$ cat src/hdl/prrs_pkg.sv
package prrs_pkg;

  // Fixed field widths of the request and result channels
  localparam int unsigned CMD_W = 3;
  localparam int unsigned IDX_W = 4;
  localparam int unsigned ST_W  = 3;
  localparam int unsigned PRI_W = 2;
  localparam int unsigned CNT_W = 32;

  // Request commands
  typedef enum logic [CMD_W-1:0] {
    CMD_WRITE = 3'd0,
    CMD_YIELD = 3'd1,
    CMD_SLEEP = 3'd2,
    CMD_EXIT  = 3'd3,
    CMD_SCHED = 3'd4
  } cmd_e;

  // Slot lifecycle states
  typedef enum logic [ST_W-1:0] {
    SS_UNUSED  = 3'd0,
    SS_READY   = 3'd1,
    SS_RUNNING = 3'd2,
    SS_WAITING = 3'd3,
    SS_TERM    = 3'd4
  } slot_state_e;

  // Sequencer states
  typedef enum logic [1:0] {
    SEQ_IDLE = 2'd0,
    SEQ_SCAN = 2'd1,
    SEQ_DONE = 2'd2
  } seq_state_e;

endpackage

$ cat src/hdl/priority_round_robin_scheduler.sv
// Channel   | valid      | stall       | payload
// ----------+------------+-------------+---------------------------------------------------
// request   | in_valid_i | in_stall_o  | command_i slot_index_i slot_state_i slot_priority_i
// result    | out_valid_o| out_stall_i | picked_valid_o picked_slot_o all_finished_o
//           |            |             | switch_total_o
//
// A slot write or an unknown command goes from accept through the done state into the result register;
// yield, sleep, exit and schedule first pass through the scan, which reads
// one table entry per cycle through a single read port and one priority compare unit.
// in_stall_o stays high from accept until the result loads, so no new request is taken before
// the last one's result has loaded; a result held by out_stall_i delays the next load.
// Reset is asynchronous, active low; per-slot valid bits make unwritten slots read unused.
module priority_round_robin_scheduler
  import prrs_pkg::*;
#(
  parameter int unsigned SLOTS  = 16,
  parameter int unsigned LEVELS = 4
) (
  input  logic             clk_i,
  input  logic             rst_ni,
  input  logic             in_valid_i,
  output logic             in_stall_o,
  input  logic [CMD_W-1:0] command_i,
  input  logic [IDX_W-1:0] slot_index_i,
  input  logic [ST_W-1:0]  slot_state_i,
  input  logic [PRI_W-1:0] slot_priority_i,
  output logic             out_valid_o,
  input  logic             out_stall_i,
  output logic             picked_valid_o,
  output logic [IDX_W-1:0] picked_slot_o,
  output logic             all_finished_o,
  output logic [CNT_W-1:0] switch_total_o
);

  localparam int unsigned IW = $clog2(SLOTS);
  localparam int unsigned PW = (LEVELS > 1) ? $clog2(LEVELS) : 1;
  localparam int unsigned CW = $clog2(SLOTS + 1);

  // Slot table: state and priority memories, valid bits for reset
  logic [ST_W-1:0] st_mem [SLOTS];
  logic [PW-1:0]   pr_mem [SLOTS];
  logic [SLOTS-1:0] st_vld_q, pr_vld_q;

  logic            st_we, pr_we;
  logic [IW-1:0]   st_waddr, pr_waddr;
  logic [ST_W-1:0] st_wdata;
  logic [PW-1:0]   pr_wdata;

  // Sequencer and scan registers
  seq_state_e      state_q, state_d;
  logic [IW-1:0]   cur_q, cur_d;
  logic [IW-1:0]   ptr_q, ptr_d;
  logic [CW-1:0]   cnt_q, cnt_d;
  logic            rd_vld_q, rd_vld_d;
  logic [IW-1:0]   rd_addr_q;
  logic [ST_W-1:0] rd_st_q;
  logic [PW-1:0]   rd_pr_q;
  logic            sched_q, sched_d;
  logic            found_q, found_d;
  logic            live_q, live_d;
  logic [IW-1:0]   best_q, best_d;
  logic [PW-1:0]   best_pr_q, best_pr_d;
  logic [CNT_W-1:0] sw_q, sw_d;

  // Result register
  logic             ov_q, ov_d;
  logic             pv_q, pv_d;
  logic [IDX_W-1:0] ps_q, ps_d;
  logic             af_q, af_d;
  logic [CNT_W-1:0] so_q, so_d;

  logic            in_acc, issue, out_free, wr_legal, cand;
  logic [PW-1:0]   pr_clamp;

  function automatic logic [IW-1:0] wrap_inc(input logic [IW-1:0] a);
    wrap_inc = (a == IW'(SLOTS - 1)) ? '0 : a + 1'b1;
  endfunction

  assign in_stall_o = (state_q != SEQ_IDLE);
  assign in_acc     = in_valid_i && !in_stall_o;
  assign issue      = (cnt_q != CW'(SLOTS));
  assign out_free   = !ov_q || !out_stall_i;

  // Slot write legality and priority clamp
  assign wr_legal = (int'(slot_index_i) < SLOTS) && (slot_state_i <= SS_TERM);
  assign pr_clamp = (int'(slot_priority_i) >= LEVELS) ? PW'(LEVELS - 1) : PW'(slot_priority_i);

  // Shared compare: ready slot with priority strictly above best so far
  assign cand = rd_vld_q && (rd_st_q == SS_READY) && (!found_q || (rd_pr_q > best_pr_q));

  // Next state, table writes and result load
  always_comb begin
    state_d   = state_q;
    cur_d     = cur_q;
    ptr_d     = ptr_q;
    cnt_d     = cnt_q;
    rd_vld_d  = 1'b0;
    sched_d   = sched_q;
    found_d   = found_q;
    live_d    = live_q;
    best_d    = best_q;
    best_pr_d = best_pr_q;
    sw_d      = sw_q;
    ov_d      = ov_q && out_stall_i;
    pv_d      = pv_q;
    ps_d      = ps_q;
    af_d      = af_q;
    so_d      = so_q;
    st_we     = 1'b0;
    pr_we     = 1'b0;
    st_waddr  = cur_q;
    pr_waddr  = IW'(slot_index_i);
    st_wdata  = SS_READY;
    pr_wdata  = pr_clamp;
    unique case (state_q)
      SEQ_IDLE: begin
        if (in_acc) begin
          ptr_d   = wrap_inc(cur_q);
          cnt_d   = '0;
          found_d = 1'b0;
          live_d  = 1'b0;
          sched_d = 1'b1;
          unique case (command_i)
            CMD_WRITE: begin
              sched_d  = 1'b0;
              st_we    = wr_legal;
              pr_we    = wr_legal;
              st_waddr = IW'(slot_index_i);
              st_wdata = slot_state_i;
            end
            CMD_YIELD: begin
              st_we    = 1'b1;
              st_wdata = SS_READY;
            end
            CMD_SLEEP: begin
              st_we    = 1'b1;
              st_wdata = SS_WAITING;
            end
            CMD_EXIT: begin
              st_we    = 1'b1;
              st_wdata = SS_TERM;
            end
            CMD_SCHED: begin
            end
            default: sched_d = 1'b0;
          endcase
          state_d = sched_d ? SEQ_SCAN : SEQ_DONE;
        end
      end
      SEQ_SCAN: begin
        // one table read issued per cycle, round robin from the slot after current
        if (issue) begin
          ptr_d    = wrap_inc(ptr_q);
          cnt_d    = cnt_q + 1'b1;
          rd_vld_d = 1'b1;
        end
        if (rd_vld_q && (rd_st_q != SS_UNUSED) && (rd_st_q != SS_TERM)) begin
          live_d = 1'b1;
        end
        if (cand) begin
          found_d   = 1'b1;
          best_d    = rd_addr_q;
          best_pr_d = rd_pr_q;
        end
        if (!issue && !rd_vld_q) begin
          state_d = SEQ_DONE;
        end
      end
      SEQ_DONE: begin
        if (out_free) begin
          ov_d    = 1'b1;
          pv_d    = 1'b0;
          ps_d    = '0;
          af_d    = 1'b0;
          so_d    = sw_q;
          state_d = SEQ_IDLE;
          if (sched_q && found_q) begin
            st_we    = 1'b1;
            st_waddr = best_q;
            st_wdata = SS_RUNNING;
            cur_d    = best_q;
            sw_d     = sw_q + 1'b1;
            so_d     = sw_q + 1'b1;
            pv_d     = 1'b1;
            ps_d     = IDX_W'(best_q);
          end else if (sched_q) begin
            af_d = !live_q;
          end
        end
      end
      default: state_d = SEQ_IDLE;
    endcase
  end

  // Table memory writes
  always_ff @(posedge clk_i) begin
    if (st_we) begin
      st_mem[st_waddr] <= st_wdata;
    end
    if (pr_we) begin
      pr_mem[pr_waddr] <= pr_wdata;
    end
  end

  // Registered table read; a never-written entry reads as unused, priority zero
  always_ff @(posedge clk_i) begin
    rd_addr_q <= ptr_q;
    rd_st_q   <= st_vld_q[ptr_q] ? st_mem[ptr_q] : SS_UNUSED;
    rd_pr_q   <= pr_vld_q[ptr_q] ? pr_mem[ptr_q] : '0;
  end

  // Valid bits
  always_ff @(posedge clk_i or negedge rst_ni) begin
    if (!rst_ni) begin
      st_vld_q <= '0;
      pr_vld_q <= '0;
    end else begin
      if (st_we) st_vld_q[st_waddr] <= 1'b1;
      if (pr_we) pr_vld_q[pr_waddr] <= 1'b1;
    end
  end

  // Control and scan registers
  always_ff @(posedge clk_i or negedge rst_ni) begin
    if (!rst_ni) begin
      state_q   <= SEQ_IDLE;
      cur_q     <= '0;
      ptr_q     <= '0;
      cnt_q     <= '0;
      rd_vld_q  <= 1'b0;
      sched_q   <= 1'b0;
      found_q   <= 1'b0;
      live_q    <= 1'b0;
      best_q    <= '0;
      best_pr_q <= '0;
      sw_q      <= '0;
      ov_q      <= 1'b0;
    end else begin
      state_q   <= state_d;
      cur_q     <= cur_d;
      ptr_q     <= ptr_d;
      cnt_q     <= cnt_d;
      rd_vld_q  <= rd_vld_d;
      sched_q   <= sched_d;
      found_q   <= found_d;
      live_q    <= live_d;
      best_q    <= best_d;
      best_pr_q <= best_pr_d;
      sw_q      <= sw_d;
      ov_q      <= ov_d;
    end
  end

  // Result payload
  always_ff @(posedge clk_i) begin
    pv_q <= pv_d;
    ps_q <= ps_d;
    af_q <= af_d;
    so_q <= so_d;
  end

  assign out_valid_o    = ov_q;
  assign picked_valid_o = pv_q;
  assign picked_slot_o  = ps_q;
  assign all_finished_o = af_q;
  assign switch_total_o = so_q;

endmodule

$ cat config.mk
export PLATFORM = sky130hd
export DESIGN_NAME = priority_round_robin_scheduler
export DESIGN_NICKNAME = d
export VERILOG_FILES = /design/src/hdl/prrs_pkg.sv /design/src/hdl/priority_round_robin_scheduler.sv
export SDC_FILE = /design/constraint.sdc
export NUM_CORES = 1
export LEC_CHECK = 0
export BUFFER_PORTS_ARGS = -buffer_cell sky130_fd_sc_hd__clkbuf_2
export CORE_AREA = 4 4 170 238
export DETAILED_ROUTE_END_ITERATION = 10
export DIE_AREA = 0 0 174 242
export PLACE_DENSITY_LB_ADDON = 0.2
export SLEW_MARGIN = 10
export SYNTH_ARGS = -nofsm -noshare
export SYNTH_HDL_FRONTEND = slang
export SYNTH_SLANG_ARGS = --single-unit
$ cat constraint.sdc
create_clock -name clk_i -period 2.7 [get_ports clk_i]
set_input_delay 0.405 -clock clk_i [delete_from_list [all_inputs] [get_ports clk_i]]
set_output_delay 0.405 -clock clk_i [all_outputs]
set_load 0.01 [all_outputs]
==> reports/qor.txt, run 1 <==
Starting Density = 24.8%
Placer Congestion = 0.758
actual slew at the worst max-slew pin = 0.669 ns
Pins Over Slew Limit = 0
critical path type = flip-flop to flip-flop
largest net degree at the start of global routing = 45
outcome = finished, final reports clean
Inserted Diodes = 0
worst skew pair latency = 0.53 ns
layout cell share with drive strength beyond 1 = 24.8%
startpoint types = flip-flop
# DRC = 0
routed vias = 5903
worst ir drop on vdd = 0.446 mV
worst setup path end = st_mem[10][1]
# setup viols final = 0
FF+latch count, synth = 217
Place WS = -0.0776 ns
Final WS setup = 0.0758 ns
overflow left after global routing = 0
DP HPWL = 16300 um
worst hold path class = primary input to flip-flop
Final Skew = 0.0142 ns
Detailed Route WL = 22600 um
switching share of power = 28.1%
syn_nets = 742
reg2reg setup slack = 0.08 ns
Final min period = 2.62 ns
CTS tree = done
Clk pwr share = 35.9%
DIE AREA = 42100 um2
post-layout util = 30.0%
DR pass1 iterations = 4
RSZ-0062 raised after global routing = yes
ys async rst share = 41.5%
clock edge transition at the registers on the reported setup and hold paths = 0.06 ns
MaxCap Viol Count = 0
YS warnings = 0
Rows = 85
NetSw = 2.51 mW
Required @ worst endpoint = 2.90 ns
via/cell ratio = 4.47
Comb pwr share = 19.5%
initial antenna violation count = 0
initial DRC count = 356
Hold Vio Cnt, Final = 0
internal power = 6.41 mW
Sink Count = 217
worst path arrival time = 2.82 ns
share of power burned in registers = 44.6%
routed len/inst = 17.1 um
cell count after synthesis = 719
Filler Cells Inserted = 3928
vias in the first global route = 6311
Global Route Usage Sum = 10.7%
Final nets = 849
mapped cell area = 9480 um2
Crit Reg-Reg Endpoint = st_mem[10][1]
total core area = 38300 um2
first-pass GRT wire length = 36400 um
CP endpoint kind = flip-flop
pwr dens = 776 nW/um2
Synth cell types = 58
EDFF count, synth = 118
R2R Path Start = state_q[1]
Critical Path Source = state_q[1]
cts bufs inserted = 24
root buf cell = clkbuf_16
post-route ant nets = 0
die width = 174 um
period utilisation layout = 97.2%
CTS Buffer Depth = 3
Fmax achieved = 0.381 GHz
worst-path fanout max = 8
Die Y = 242 um
r2r worst-path depth = 6
syn avg cell area = 13.2 um2
area grow syn2layout = 21.2%
Pleak = 4.68 nW
H-tree depth = 1
register area share after synthesis = 63.0%
Top FF cell, synth = edfxtp_1
max_slew headroom = 55.4%
IO Pins = 56
IO Port Bufs = 55
-- power groups by stage --
stage / Sequential [mW] / Clock (mW) / Combinational, mW
global route: 4.01 / 3.47 / 1.93
finish: 3.98 / 3.21 / 1.74
CTS: 3.98 / 3.33 / 1.78
detailed placement: 4.05 / 0 / 1.77
floorplan: 3.87 / 0 / 1.28
global placement: 4.05 / 0 / 1.77
-- kinds of logic (layout without fill, tap and decap cells) --
kind of cell / after synthesis / after routing / synth area share [%]
mux: 52 / 52 / 7.88
compound gates: 94 / 94 / 7.72
simple gates: 230 / 230 / 12.0
xor+xnor: 67 / 67 / 6.19
fa+ha+maj: 7 / 7 / 0.924
flops: 217 / 217 / 63.0
buf+inv: 52 / 177 / 2.30
-- Yosys cell counts, drive strengths merged (3+ instances only) --
cell type	instances	area [um2]
a21boi	4	30.0
a21o	3	22.5
a21oi	6	37.5
a221oi	12	105
a22oi	10	75.1
a311oi	3	32.5
and2	6	37.5
and3	10	62.6
and4	4	35.0
buf	15	78.8
clkbuf	17	63.8
dfrtp	90	2250
dfxtp	9	180
edfxtp	118	3540
ha	7	87.6
inv	20	75.1
mux2	11	124
mux2i	24	240
mux4	17	383
nand2	49	184
nand2b	5	31.3
nand3	21	105
nand4	17	106
nor2	68	255
nor2b	4	25.0
nor3	21	110
nor4	3	18.8
o21ai	18	93.8
o21bai	11	82.6
o31ai	14	125
or2	13	81.3
xnor2	29	254
xor2	38	333
-- layout make-up --
type	count	area (um2)	share of cell area [%]
clock buffers	28	637	5.54
clock inverters	16	134	1.16
flip-flops and latches	217	5980	52.0
well taps	478	598	5.20
multi-input cells	450	3310	28.8
inverters	20	75.1	0.653
repair buffers	113	766	6.66
-- how the worst min path moves through the flow --
| stage | from | to | slack (ns) | cells after the start |
|---|---|---|---|---|
| CTS | out_stall_i | out_valid_o | 0.21 | 3 |
| global placement | rd_addr_q[3] | best_q[3] | 0.44 | 1 |
| global route | out_stall_i | out_valid_o | 0.23 | 3 |
| detailed placement | rd_addr_q[3] | best_q[3] | 0.45 | 1 |
| finish | out_stall_i | out_valid_o | 0.24 | 3 |
| floorplan | rst_ni | best_pr_q[0] | 0.11 | 0 |
-- layer usage --
layer	vias up	routed length, um	GRT usage (%)
li1	2858	-	-
met1	2909	10100	13.8
met2	109	11200	18.6
met3	27	855	1.95
met4	0	445	2.89
met5	-	0	0
-- registers in the layout, summed over array words and instances, names as in the netlist, 2 cells and up --
register	cells
rd_st_q	3
st_mem	48
rd_addr_q	4
ptr_q	4
best_q	4
pr_mem	32
picked_slot_o	4
rd_pr_q	2
st_vld_q	16
switch_total_o	32
state_q	2
pr_vld_q	16
cnt_q	5
cur_q	4
sw_q	32
best_pr_q	2
-- cells in the final DEF (no fill, tap or decap), types with 16 or more instances in the layout --
master	n
nand3_1	21
mux2i_1	24
nand4_1	17
clkbuf_16	25
edfxtp_1	118
nor3_1	17
xor2_1	38
o21ai_0	16
mux4_2	17
xnor2_1	29
inv_1	19
buf_4	54
clkbuf_2	54
nand2_1	49
dfrtp_1	89
nor2_1	68
-- worst max-delay path, cell delays in order (launching register included) --
cell and delay, ns:
dfrtp_1 0.44, or4b_1 0.59, nor4_1 0.44, a311o_1 0.24
o311ai_2 0.11, buf_4 0.21, nor2_1 0.27
-- repair_timing --
action                                  in CTS  in global routing
hold buffers                                 1                  0
resized for setup                            0                  4
endpoints found under the setup margin       0                 18
setup buffers                                0                  3
hold endpoints to repair                    42                  0
-- metrics by stage --
stage	TNS [ns]	std cells	hold slack, ns	area [um2]	power, mW
2_1_floorplan	0	719	0.109	9490	5.15
3_3_place_gp	-0.280	1274	0.441	10700	5.82
3_5_place_dp	-0.357	1274	0.451	10700	5.82
4_1_cts	0	1319	0.205	11500	9.09
5_1_grt	-0.129	1322	0.234	11500	9.41
6_report	0	1322	0.236	11500	8.92
Note: power is estimated with default switching activity, not from simulation.
==> inputs of run 2 (changes only) <==
Settings changed: MAX_ROUTING_LAYER set to met4, PLACE_DENSITY set to 0.44, PLACE_DENSITY_LB_ADDON 0.2 to unset.
==> run 2 against run 1 <==
  * Die area stayed put
  * Clock power is 7.8% higher
  * Register-to-register slack better by 0.05 ns
  * Global-route usage is 0.53 points higher
  * Critical path type unchanged
  * Largest cell class unchanged
==> reports/qor.txt, run 2 (same netlist as run 1, synthesis figures left out) <==
Hold Crit Start = out_stall_i
Rows = 85
RSZ-0062 raised after global routing = no
DP HPWL = 16300 um
largest net degree at the start of global routing = 45
overflow left after global routing = 0
Placer Congestion = 0.758
worst path arrival time = 2.82 ns
Sink Count = 217
area grow syn2layout = 21.1%
worst hold path class = primary input to flip-flop
worst skew pair latency = 0.52 ns
post-route insts no fill = 1318
layout cell share with drive strength beyond 1 = 23.7%
hold_ws = 0.215 ns
routed vias = 5888
max FFs per register = 48
worst ir drop on vdd = 0.385 mV
M1 wire length = 10100 um
first-pass GRT wire length = 37000 um
Inserted Diodes = 0
CTS tree = done
initial DRC count = 294
r2r worst-path depth = 6
clock edge transition at the registers on the reported setup and hold paths = 0.06 ns
period utilisation layout = 95.4%
post-route ant nets = 0
met3 WL = 895 um
top sig layer = met4
hold depth = 3
DR pass1 iterations = 4
most frequent cells in the layout = edfxtp_1, dfrtp_1, nor2_1
IO Port Bufs = 55
Final nets = 845
IO Pins = 56
commonest non-fill, non-tap cell in the layout = edfxtp_1
startpoint types = flip-flop
R2R Path Start = state_q[1]
routed len/inst = 17.3 um
Required @ worst endpoint = 2.94 ns
total core area = 38300 um2
actual slew at the worst max-slew pin = 0.661 ns
Die Y = 242 um
initial antenna violation count = 0
Detailed Route WL = 22800 um
worst-path fanout max = 9
via/cell ratio = 4.47
# setup viols final = 0
Post-Place Cells = 1272
die width = 174 um
Pleak = 4.67 nW
pwr dens = 798 nW/um2
Hold Vio Cnt, Final = 0
CP endpoint kind = flip-flop
outcome = finished, final reports clean
Final min period = 2.58 ns
Critical Path Source = state_q[1]
critical path type = flip-flop to flip-flop
Starting Density = 24.8%
# DRC = 0
setup_tns = 0 ns
Global Route Usage Sum = 11.3%
CTS Buffer Depth = 3
DIE AREA = 42100 um2
cts bufs inserted = 25
max_slew headroom = 55.5%
Fmax achieved = 0.388 GHz
WL met2 = 11400 um
Biggest register = st_mem
MaxCap Viol Count = 0
post-CTS setup buffers = 0
vias in the first global route = 6286
Final Skew = 0.00789 ns
post-layout util = 30.0%
Pins Over Slew Limit = 0
root buf cell = clkbuf_16
H-tree depth = 1
## run 2: changes by cell type in the layout (fill, tap and decap cells not counted), moves of 2 or more
cell,change
nor3_2,-2
buf_4,-4
bufinv_16,+2
clkbuf_1,+4
clkinv_2,-5
nor3_1,+2
## run 2: path summary, 6_finish.rpt
| path | end | slack (ns) |
|---|---|---|
| hold / removal | out_valid_o | 0.22 |
| hold reg to reg | best_q[0] | 0.46 |
| max in group asynchronous | sw_q[18] | 1.56 |
| setup / recovery | st_mem[1][0] | 0.12 |
| min in group asynchronous | st_vld_q[3] | 0.45 |
| setup reg to reg | st_mem[1][0] | 0.12 |
## run 2: timing repair
action	in CTS	in global routing
hold buffers	1	0
resized for setup	0	1
hold endpoints to repair	42	0
endpoints found under the setup margin	0	3
## run 2: metal layers
layer / global-route usage [%] / up-vias
li1: - / 2850
met1: 14.1 / 2896
met2: 19.0 / 111
met3: 1.86 / 31
met4: 3.05 / 0
met5: - / -
## run 2: metrics by stage
stage,worst slack [ns],area [um2],power [mW]
floorplan,0.103,9490,5.15
global placement,-0.0671,10600,5.79
detailed placement,-0.102,10600,5.80
CTS,0.0843,11500,9.35
global route,0.0309,11500,9.65
finish,0.125,11500,9.17
## run 2: where the power goes
group	leakage [nW]	internal [mW]	switching [mW]	total [mW]
sequential	2.31	3.70	0.240	3.94
combinational	1.96	0.817	0.942	1.76
clock	0.394	2.09	1.37	3.46
## run 2: cell type report
class | instances | area (um2)
fill | 3896 | 26800
multi-input combinational | 450 | 3290
clock buffer | 32 | 652
sequential | 217 | 5980
clock inverter | 13 | 174
tap | 478 | 598
timing repair buffer | 108 | 716
inverter | 20 | 75.1
## run 2: critical path: stages, from the launching register on
cell and delay (ns):
dfrtp_1 0.40, or4b_1 0.61, o21ai_2 0.20, a21oi_2 0.08
or3_1 0.56, nor3_1 0.27, buf_4 0.17
